===== config.mk =====
export PLATFORM = sky130hd
export DESIGN_NAME = searchable_deque
export DESIGN_NICKNAME = d
export VERILOG_FILES = /design/src/hw/rtl/sdq_pkg.sv /design/src/hw/rtl/sdq_ram.sv /design/src/hw/rtl/sdq_ctrl.sv /design/src/hw/rtl/searchable_deque.sv
export VERILOG_INCLUDE_DIRS = /design/src /design/src/hw/rtl
export SDC_FILE = /design/constraint.sdc
export NUM_CORES = 2
export LEC_CHECK = 0
export BUFFER_PORTS_ARGS = -buffer_cell sky130_fd_sc_hd__buf_2
export CORE_UTILIZATION = 50
export CTS_BUF_LIST = sky130_fd_sc_hd__clkbuf_8
export DETAILED_ROUTE_END_ITERATION = 10
export GPL_TIMING_DRIVEN = 0
export PLACE_DENSITY = 0.66
export SYNTH_ARGS = -nofsm -noshare
export SYNTH_HDL_FRONTEND = slang
export SYNTH_SLANG_ARGS = --single-unit

===== constraint.sdc =====
create_clock -name i_clk -period 11.87 [get_ports i_clk]
set_input_delay 2.374 -clock i_clk [delete_from_list [all_inputs] [get_ports i_clk]]
set_output_delay 2.374 -clock i_clk [all_outputs]
set_load 0.01 [all_outputs]

===== src/hw/rtl/searchable_deque_defines.svh =====
// ----------------------------------------------------------------------------
// searchable_deque_defines.svh
// Assertion macros for the deque RTL, used by sdq_ctrl.
// ----------------------------------------------------------------------------
`ifndef SEARCHABLE_DEQUE_DEFINES_SVH
`define SEARCHABLE_DEQUE_DEFINES_SVH

// Checked on every clock edge, idle while reset is held.
`define SDQ_ASSERT(label, prop, msg) \
    label: assert property (@(posedge i_clk) disable iff (!i_rst_n) prop) \
        else $error(msg);

// Checked on every clock edge, reset included.
`define SDQ_ASSERT_ALWAYS(label, prop, msg) \
    label: assert property (@(posedge i_clk) prop) else $error(msg);

`endif


===== src/hw/rtl/sdq_pkg.sv =====
// ----------------------------------------------------------------------------
// sdq_pkg
// Types, constants and ring arithmetic for the searchable deque.
// ----------------------------------------------------------------------------
`default_nettype none

package sdq_pkg;

    localparam int DEPTH  = 16;
    localparam int ADDR_W = (DEPTH > 1) ? $clog2(DEPTH) : 1;
    localparam int CNT_W  = $clog2(DEPTH + 1);
    localparam int SUM_W  = CNT_W + 1;
    localparam int KEY_W  = 32;
    localparam int PAY_W  = 32;
    localparam int REC_W  = KEY_W + PAY_W;
    localparam int CMD_W  = 3;

    typedef enum logic [CMD_W-1:0] {
        CMD_PUSH_BACK  = 3'd0,
        CMD_POP_FRONT  = 3'd1,
        CMD_SEARCH     = 3'd2,
        CMD_PUSH_FRONT = 3'd3,
        CMD_POP_BACK   = 3'd4
    } t_cmd;

    typedef enum logic [1:0] {
        ST_OK      = 2'd0,
        ST_EMPTY   = 2'd1,
        ST_FULL    = 2'd2,
        ST_MISSING = 2'd3
    } t_status;

    typedef enum logic [1:0] {
        S_IDLE,
        S_READ,
        S_SCAN,
        S_HOLD
    } t_state;

    typedef struct packed {
        logic              we;
        logic [ADDR_W-1:0] waddr;
        logic [REC_W-1:0]  wdata;
        logic              re;
        logic [ADDR_W-1:0] raddr;
    } t_mem_req;

    typedef struct packed {
        logic               valid;
        t_status            status;
        logic [KEY_W-1:0]   key;
        logic [PAY_W-1:0]   payload;
    } t_result;

    // (base + off) mod DEPTH; base < DEPTH and off <= DEPTH keep one subtract enough
    function automatic logic [ADDR_W-1:0] ring_add(input logic [ADDR_W-1:0] base,
                                                   input logic [CNT_W-1:0]  off);
        logic [SUM_W-1:0] sum;
        sum = SUM_W'(base) + SUM_W'(off);
        if (sum >= SUM_W'(DEPTH)) begin
            sum = sum - SUM_W'(DEPTH);
        end
        return sum[ADDR_W-1:0];
    endfunction

endpackage

`default_nettype wire


===== src/hw/rtl/sdq_ram.sv =====
// ----------------------------------------------------------------------------
// sdq_ram
// Simple dual-port RAM, one write and one registered read port.
// ----------------------------------------------------------------------------
`default_nettype none

module sdq_ram #(
    parameter int DATA_W = 64,
    parameter int DEPTH  = 16,
    parameter int ADDR_W = 4
) (
    input  wire logic              i_clk,
    input  wire logic              i_we,
    input  wire logic [ADDR_W-1:0] i_waddr,
    input  wire logic [DATA_W-1:0] i_wdata,
    input  wire logic              i_re,
    input  wire logic [ADDR_W-1:0] i_raddr,
    output      logic [DATA_W-1:0] o_rdata
);

    logic [DATA_W-1:0] r_mem [DEPTH];

    always_ff @(posedge i_clk) begin
        if (i_we) begin
            r_mem[i_waddr] <= i_wdata;
        end
    end

    always_ff @(posedge i_clk) begin
        if (i_re) begin
            o_rdata <= r_mem[i_raddr];
        end
    end

endmodule

`default_nettype wire


===== src/hw/rtl/sdq_ctrl.sv =====
// ----------------------------------------------------------------------------
// sdq_ctrl
// Command sequencer: ring pointers, record RAM accesses and key scan.
// ----------------------------------------------------------------------------
`default_nettype none

`include "searchable_deque_defines.svh"

module sdq_ctrl (
    input  wire logic                         i_clk,
    input  wire logic                         i_rst_n,
    input  wire logic                         i_in_valid,
    input  wire logic [sdq_pkg::CMD_W-1:0]    i_command,
    input  wire logic signed [sdq_pkg::KEY_W-1:0] i_key,
    input  wire logic [sdq_pkg::PAY_W-1:0]    i_payload,
    output      logic                         o_in_stall,
    input  wire logic                         i_out_free,
    output      sdq_pkg::t_result             o_res,
    output      sdq_pkg::t_mem_req            o_mem,
    input  wire logic [sdq_pkg::REC_W-1:0]    i_rdata
);

    sdq_pkg::t_state r_state, n_state;
    logic [sdq_pkg::ADDR_W-1:0] r_head, n_head;
    logic [sdq_pkg::CNT_W-1:0]  r_count, n_count;
    logic [sdq_pkg::CNT_W-1:0]  r_idx, n_idx;
    logic [sdq_pkg::KEY_W-1:0]  r_key, n_key;
    sdq_pkg::t_status           r_status, n_status;
    logic [sdq_pkg::KEY_W-1:0]  r_res_key, n_res_key;
    logic [sdq_pkg::PAY_W-1:0]  r_res_payload, n_res_payload;

    logic w_accept;
    logic w_full;
    logic w_empty;
    logic w_match;
    logic w_last;
    logic [sdq_pkg::CNT_W-1:0] w_idx_inc;

    assign w_accept  = i_in_valid && (r_state == sdq_pkg::S_IDLE);
    assign w_full    = (r_count == sdq_pkg::CNT_W'(sdq_pkg::DEPTH));
    assign w_empty   = (r_count == '0);
    assign w_match   = (i_rdata[sdq_pkg::REC_W-1:sdq_pkg::PAY_W] == r_key);
    assign w_idx_inc = r_idx + 1'b1;
    assign w_last    = (w_idx_inc == r_count);

    assign o_in_stall = (r_state != sdq_pkg::S_IDLE);

    // next state
    always_comb begin
        n_state = r_state;
        unique case (r_state)
            sdq_pkg::S_IDLE: begin
                if (w_accept) begin
                    unique case (sdq_pkg::t_cmd'(i_command)) inside
                        sdq_pkg::CMD_POP_FRONT,
                        sdq_pkg::CMD_POP_BACK: n_state = w_empty ? sdq_pkg::S_HOLD
                                                                 : sdq_pkg::S_READ;
                        sdq_pkg::CMD_SEARCH:   n_state = w_empty ? sdq_pkg::S_HOLD
                                                                 : sdq_pkg::S_SCAN;
                        default:               n_state = sdq_pkg::S_HOLD;
                    endcase
                end
            end
            sdq_pkg::S_READ: n_state = sdq_pkg::S_HOLD;
            sdq_pkg::S_SCAN: begin
                if (w_match || w_last) begin
                    n_state = sdq_pkg::S_HOLD;
                end
            end
            sdq_pkg::S_HOLD: begin
                if (i_out_free) begin
                    n_state = sdq_pkg::S_IDLE;
                end
            end
            default: n_state = sdq_pkg::S_IDLE;
        endcase
    end

    // datapath and RAM requests
    always_comb begin
        n_head        = r_head;
        n_count       = r_count;
        n_idx         = r_idx;
        n_key         = r_key;
        n_status      = r_status;
        n_res_key     = r_res_key;
        n_res_payload = r_res_payload;
        o_mem         = '0;

        unique case (r_state)
            sdq_pkg::S_IDLE: begin
                if (w_accept) begin
                    n_key         = i_key;
                    n_status      = sdq_pkg::ST_OK;
                    n_res_key     = '0;
                    n_res_payload = '0;
                    unique case (sdq_pkg::t_cmd'(i_command))
                        sdq_pkg::CMD_PUSH_BACK: begin
                            if (w_full) begin
                                n_status = sdq_pkg::ST_FULL;
                            end else begin
                                o_mem.we    = 1'b1;
                                o_mem.waddr = sdq_pkg::ring_add(r_head, r_count);
                                o_mem.wdata = {i_key, i_payload};
                                n_count     = r_count + 1'b1;
                            end
                        end
                        sdq_pkg::CMD_PUSH_FRONT: begin
                            if (w_full) begin
                                n_status = sdq_pkg::ST_FULL;
                            end else begin
                                n_head = (r_head == '0)
                                       ? sdq_pkg::ADDR_W'(sdq_pkg::DEPTH - 1)
                                       : r_head - 1'b1;
                                o_mem.we    = 1'b1;
                                o_mem.waddr = n_head;
                                o_mem.wdata = {i_key, i_payload};
                                n_count     = r_count + 1'b1;
                            end
                        end
                        sdq_pkg::CMD_POP_FRONT: begin
                            if (w_empty) begin
                                n_status = sdq_pkg::ST_EMPTY;
                            end else begin
                                o_mem.re    = 1'b1;
                                o_mem.raddr = r_head;
                                n_head      = sdq_pkg::ring_add(r_head,
                                                                sdq_pkg::CNT_W'(1));
                                n_count     = r_count - 1'b1;
                            end
                        end
                        sdq_pkg::CMD_POP_BACK: begin
                            if (w_empty) begin
                                n_status = sdq_pkg::ST_EMPTY;
                            end else begin
                                o_mem.re    = 1'b1;
                                o_mem.raddr = sdq_pkg::ring_add(r_head, r_count - 1'b1);
                                n_count     = r_count - 1'b1;
                            end
                        end
                        sdq_pkg::CMD_SEARCH: begin
                            if (w_empty) begin
                                n_status = sdq_pkg::ST_MISSING;
                            end else begin
                                o_mem.re    = 1'b1;
                                o_mem.raddr = r_head;
                                n_idx       = '0;
                            end
                        end
                        default: ;  // unused codes: OK, head and count unchanged
                    endcase
                end
            end
            sdq_pkg::S_READ: begin
                n_status      = sdq_pkg::ST_OK;
                n_res_key     = i_rdata[sdq_pkg::REC_W-1:sdq_pkg::PAY_W];
                n_res_payload = i_rdata[sdq_pkg::PAY_W-1:0];
            end
            sdq_pkg::S_SCAN: begin
                if (w_match) begin
                    n_status      = sdq_pkg::ST_OK;
                    n_res_key     = i_rdata[sdq_pkg::REC_W-1:sdq_pkg::PAY_W];
                    n_res_payload = i_rdata[sdq_pkg::PAY_W-1:0];
                end else if (w_last) begin
                    n_status      = sdq_pkg::ST_MISSING;
                    n_res_key     = '0;
                    n_res_payload = '0;
                end else begin
                    // fetch the next record in front-to-back order
                    o_mem.re    = 1'b1;
                    o_mem.raddr = sdq_pkg::ring_add(r_head, w_idx_inc);
                    n_idx       = w_idx_inc;
                end
            end
            sdq_pkg::S_HOLD: ;
            default: ;
        endcase

        o_res.valid   = (r_state == sdq_pkg::S_HOLD);
        o_res.status  = r_status;
        o_res.key     = r_res_key;
        o_res.payload = r_res_payload;
    end

    always_ff @(posedge i_clk) begin
        if (!i_rst_n) begin
            r_state <= sdq_pkg::S_IDLE;
            r_head  <= '0;
            r_count <= '0;
        end else begin
            r_state <= n_state;
            r_head  <= n_head;
            r_count <= n_count;
        end
    end

    always_ff @(posedge i_clk) begin
        r_idx         <= n_idx;
        r_key         <= n_key;
        r_status      <= n_status;
        r_res_key     <= n_res_key;
        r_res_payload <= n_res_payload;
    end

    `SDQ_ASSERT(a_count_bound, r_count <= sdq_pkg::CNT_W'(sdq_pkg::DEPTH), "count above depth")
    `SDQ_ASSERT(a_scan_in_range, (r_state == sdq_pkg::S_SCAN) |-> (r_idx < r_count), "scan past last record")
    `SDQ_ASSERT(a_push_grows, (w_accept && !w_full && (i_command == sdq_pkg::CMD_PUSH_BACK || i_command == sdq_pkg::CMD_PUSH_FRONT)) |=> (r_count == $past(r_count) + 1'b1), "push did not grow count")
    `SDQ_ASSERT(a_hit_key, (r_state == sdq_pkg::S_HOLD && r_status == sdq_pkg::ST_OK && r_res_key != '0) |-> (r_res_key == r_key || i_rdata[sdq_pkg::REC_W-1:sdq_pkg::PAY_W] == r_res_key), "result key not from record")

endmodule

`default_nettype wire


===== src/hw/rtl/searchable_deque.sv =====
// ----------------------------------------------------------------------------
// searchable_deque
// Bounded double-ended record queue in a RAM ring, with front-to-back key search.
// ----------------------------------------------------------------------------
//   channel   direction  handshake                 words
//   in        input      i_in_valid / o_in_stall   i_command, i_key, i_payload
//   out       output     o_out_valid / i_out_stall o_status, o_found_key,
//                                                  o_found_payload
//
// Push: result via the hold state and the output register; pop: read state first
// (one RAM read). Search: N records compared one per cycle through the single
// RAM read port, N up to DEPTH.
// Reset clears state, head, count and output valid only; the record RAM needs no clearing pass.
// A result waiting on a stalled output holds off the next input word.
// ----------------------------------------------------------------------------
`default_nettype none

module searchable_deque (
    input  wire logic                             i_clk,
    input  wire logic                             i_rst_n,
    input  wire logic                             i_in_valid,
    output      logic                             o_in_stall,
    input  wire logic [sdq_pkg::CMD_W-1:0]        i_command,
    input  wire logic signed [sdq_pkg::KEY_W-1:0] i_key,
    input  wire logic [sdq_pkg::PAY_W-1:0]        i_payload,
    output      logic                             o_out_valid,
    input  wire logic                             i_out_stall,
    output      logic [1:0]                       o_status,
    output      logic signed [sdq_pkg::KEY_W-1:0] o_found_key,
    output      logic [sdq_pkg::PAY_W-1:0]        o_found_payload
);

    sdq_pkg::t_result  w_res;
    sdq_pkg::t_mem_req w_mem;
    logic [sdq_pkg::REC_W-1:0] w_rdata;
    logic w_out_free;

    logic                      r_out_valid;
    logic [1:0]                r_status;
    logic [sdq_pkg::KEY_W-1:0] r_key;
    logic [sdq_pkg::PAY_W-1:0] r_payload;

    assign w_out_free = !r_out_valid || !i_out_stall;

    sdq_ctrl u_ctrl (
        .i_clk      (i_clk),
        .i_rst_n    (i_rst_n),
        .i_in_valid (i_in_valid),
        .i_command  (i_command),
        .i_key      (i_key),
        .i_payload  (i_payload),
        .o_in_stall (o_in_stall),
        .i_out_free (w_out_free),
        .o_res      (w_res),
        .o_mem      (w_mem),
        .i_rdata    (w_rdata)
    );

    sdq_ram #(
        .DATA_W (sdq_pkg::REC_W),
        .DEPTH  (sdq_pkg::DEPTH),
        .ADDR_W (sdq_pkg::ADDR_W)
    ) u_ram (
        .i_clk   (i_clk),
        .i_we    (w_mem.we),
        .i_waddr (w_mem.waddr),
        .i_wdata (w_mem.wdata),
        .i_re    (w_mem.re),
        .i_raddr (w_mem.raddr),
        .o_rdata (w_rdata)
    );

    // output register
    always_ff @(posedge i_clk) begin
        if (!i_rst_n) begin
            r_out_valid <= 1'b0;
        end else if (w_res.valid && w_out_free) begin
            r_out_valid <= 1'b1;
        end else if (!i_out_stall) begin
            r_out_valid <= 1'b0;
        end
    end

    always_ff @(posedge i_clk) begin
        if (w_res.valid && w_out_free) begin
            r_status  <= w_res.status;
            r_key     <= w_res.key;
            r_payload <= w_res.payload;
        end
    end

    assign o_out_valid     = r_out_valid;
    assign o_status        = r_status;
    assign o_found_key     = r_key;
    assign o_found_payload = r_payload;

endmodule

`default_nettype wire

==> impl_metrics.ini <==
[floorplanning]
num_rows = 116
ios = 139
die_w_um = 322
die_area_um2 = 104000
initial_core_util_pct = 50.8
die_h_um = 322
core_um2 = 101000

[min_path]
hold_class = flip-flop to flip-flop
hold_start = u_ctrl.r_res_key[28]$_DFFE_PP_

[worst_setup_path]
slowest_stage = nor4_1
slowest_delay_ns = 0.89
cp-startpoint = i_in_valid
end_kind = flip-flop
worstPathRequired_ns = 12.34
worstReg2RegStart = u_ram.o_rdata[35]$_DFFE_PP_
crit_type = primary input to flip-flop
path_max_fanout = 35
cp.arrival_ns = 6.94
worst_setup_path_start_kind = primary input
cpMostUsedCell = buf_2
crit_buf_inv = 5
cp_top_family = simple AND/OR/NAND/NOR gates
path_cells = buf_2, nand2_1, inv_2, o21ai_1, o22ai_2, buf_2, buf_6, nand2_1, buf_2, a21oi_1, nor4_1

[global_route]
gr-usage-all-layers_pct = 25.9
grt_pass1_vias = 31000
grt-ovfl-total = 0
antenna_found_initial = 8
grt_pass1_wl_um = 196000
grt_start_max_net_pins = 36

[detailed_routing]
drt_pre_antenna_iters = 6
antenna_left = 0
vias = 31900
drtIter0Drc = 3206
vias_per_cell = 5.70
wl_per_cell_um = 23.8
totalWireLength_um = 133000
drc = 0

[sta]
fin_crit_ns = 6.47
rsz0062_at_grt = false
period_share_pct = 54.5
max-slew-margin-rel_pct = 9.25
clock_skew_ns = 0.0427
worst_pin_slew_ns = 1.36
final_max_slew_viol_count = 0
fin_setup_tns_ns = 0
fmax_ghz = 0.155
setup_viol = 0
hold_viol = 0

[finish]
layout_commonest_cell = edfxtp_1
nets = 4168
final_cell_mix = edfxtp_1, nand2_1, nand3_1, buf_2, a21oi_1
drive_above_1_share_pct = 15.1
design_area_um2 = 58100
syn2layout_area_growth_pct = 13.6
final_cell_count_no_fill = 5596
n_fill_cell = 8054

[synthesis]
ys.flop_type = edfxtp_1
synth_fp_nets = 3791
ys_seq_area_share_pct = 74.3
syn_area_um2 = 51100
synth_edf_count = 1257
ys_ff_latch = 1269
syn_area_per_cell_um2 = 13.8
synthArstFlopShare_pct = 0
synth_cell_types = 59
yosysWarnings = 0
netlist_instances = 3698

[power]
design_power_total_uw = 12400
combPwrFrac_pct = 28.0
p_per_area_nw_per_um2 = 214
max-vdd-ir-drop_uv = 156
p_sw_share_pct = 34.0
seq_power_share_pct = 44.7
leakagePower_uw = 0.0207
clockPowerShare_pct = 27.2
p_int_uw = 8190
power.switching_uw = 4220

[cts]
cts_setup_buffers = 0
htreeDepth = 4
cts_tree = yes
cts_buffer_depth = 3
cts_sinks = 1269
cts_resized = 0
clock_latency_ns = 0.87
cts_buffers = 198
clk_pin_slew_ns = 0.06
cts_root_buffer = clkbuf_8
cts_hold_buffers = 0

[placement]
gp_congestion = 0.844
dp_hpwl_um = 90700
place_inst = 5232
place_area_um2 = 54500
io_buffers = 137

[job]
maxCapViolations = 0

[run_status]
status = completed
## Yosys cell counts, drive strengths merged (8+ instances only)
cell type	number	area, um2
a211oi	67	503
dfxtp	12	240
inv	18	67.6
ha	19	238
a2bb2oi	64	561
a21oi	208	1040
nor2	54	203
xnor2	21	184
nand3	385	1930
buf	158	845
nand2	847	3180
edfxtp	1257	37700
a22oi	66	509
mux2	64	721
and2	130	813
mux2i	68	681
clkbuf	75	282
o21ai	8	43.8
nor4	71	444
xor2	38	333
## registers in the layout, summed over array words and instances, names as in the netlist, 4 cells and up
register	count
u_ctrl.r_res_key	32
u_ctrl.r_idx	5
o_found_key	32
u_ctrl.r_key	32
u_ram.r_mem	1024
u_ctrl.r_res_payload	32
u_ram.o_rdata	64
u_ctrl.r_head	4
o_found_payload	32
u_ctrl.r_count	5
## worst paths after layout
check,slack (ns),to,cells after the start
min reg2reg,0.41,o_found_key[28]$_DFFE_PP_,0
max reg2reg,6.10,u_ram.o_rdata[63]$_DFFE_PP_,12
min,0.41,o_found_key[28]$_DFFE_PP_,0
max,5.40,u_ram.o_rdata[63]$_DFFE_PP_,11
## per-stage QoR
stage          utilization, %  worst slack (ns)  hold WS (ns)
2_1_floorplan               -              3.15         0.400
3_3_place_gp             53.1             -1.97         0.401
3_5_place_dp             54.1              4.73         0.406
4_1_cts                  57.7              5.62         0.392
5_1_grt                  57.7              5.31         0.410
6_report                 57.7              5.40         0.405
## logic make-up (layout without fill, tap and decap cells)
family	after synthesis	after routing	share of synthesized area (%)
compound gates	448	448	5.79
flops	1269	1269	74.3
buf+inv	251	785	2.33
xor+xnor	60	60	1.05
other cells	0	7	0
fa+ha+maj	22	22	0.582
simple gates	1516	1516	13.2
mux	132	132	2.74
## power groups by stage
stage / sequential, uW / combinational (uW) / clock [uW]
5_1_grt: 5580 / 3740 / 3630
3_5_place_dp: 5650 / 3450 / 0
3_3_place_gp: 5730 / 3310 / 0
2_1_floorplan: 5670 / 2070 / 0
6_report: 5550 / 3480 / 3380
4_1_cts: 5560 / 3470 / 3430
## layout make-up
cell class	count	area, um2	area share [%]
Inverter	18	67.6	0.116
Clock buffer	203	2790	4.81
Clock inverter	154	801	1.38
Sequential cell	1269	38000	65.4
Buffer	233	1130	1.94
Antenna cell	7	17.5	0.0301
Multi-Input combinational cell	2178	12100	20.8
Tap cell	1357	1700	2.92
Timing Repair Buffer	177	1500	2.58
## per-layer routing
metal  global-route usage, %  part of all wire (%)  wire length, um
met5                       0                     0                0
met4                    9.63                   2.9             3860
met3                    4.97                   8.7            11600
met2                    40.6                    47            62200
met1                    35.9                    42            55400
(Power assumes the default switching activity.)
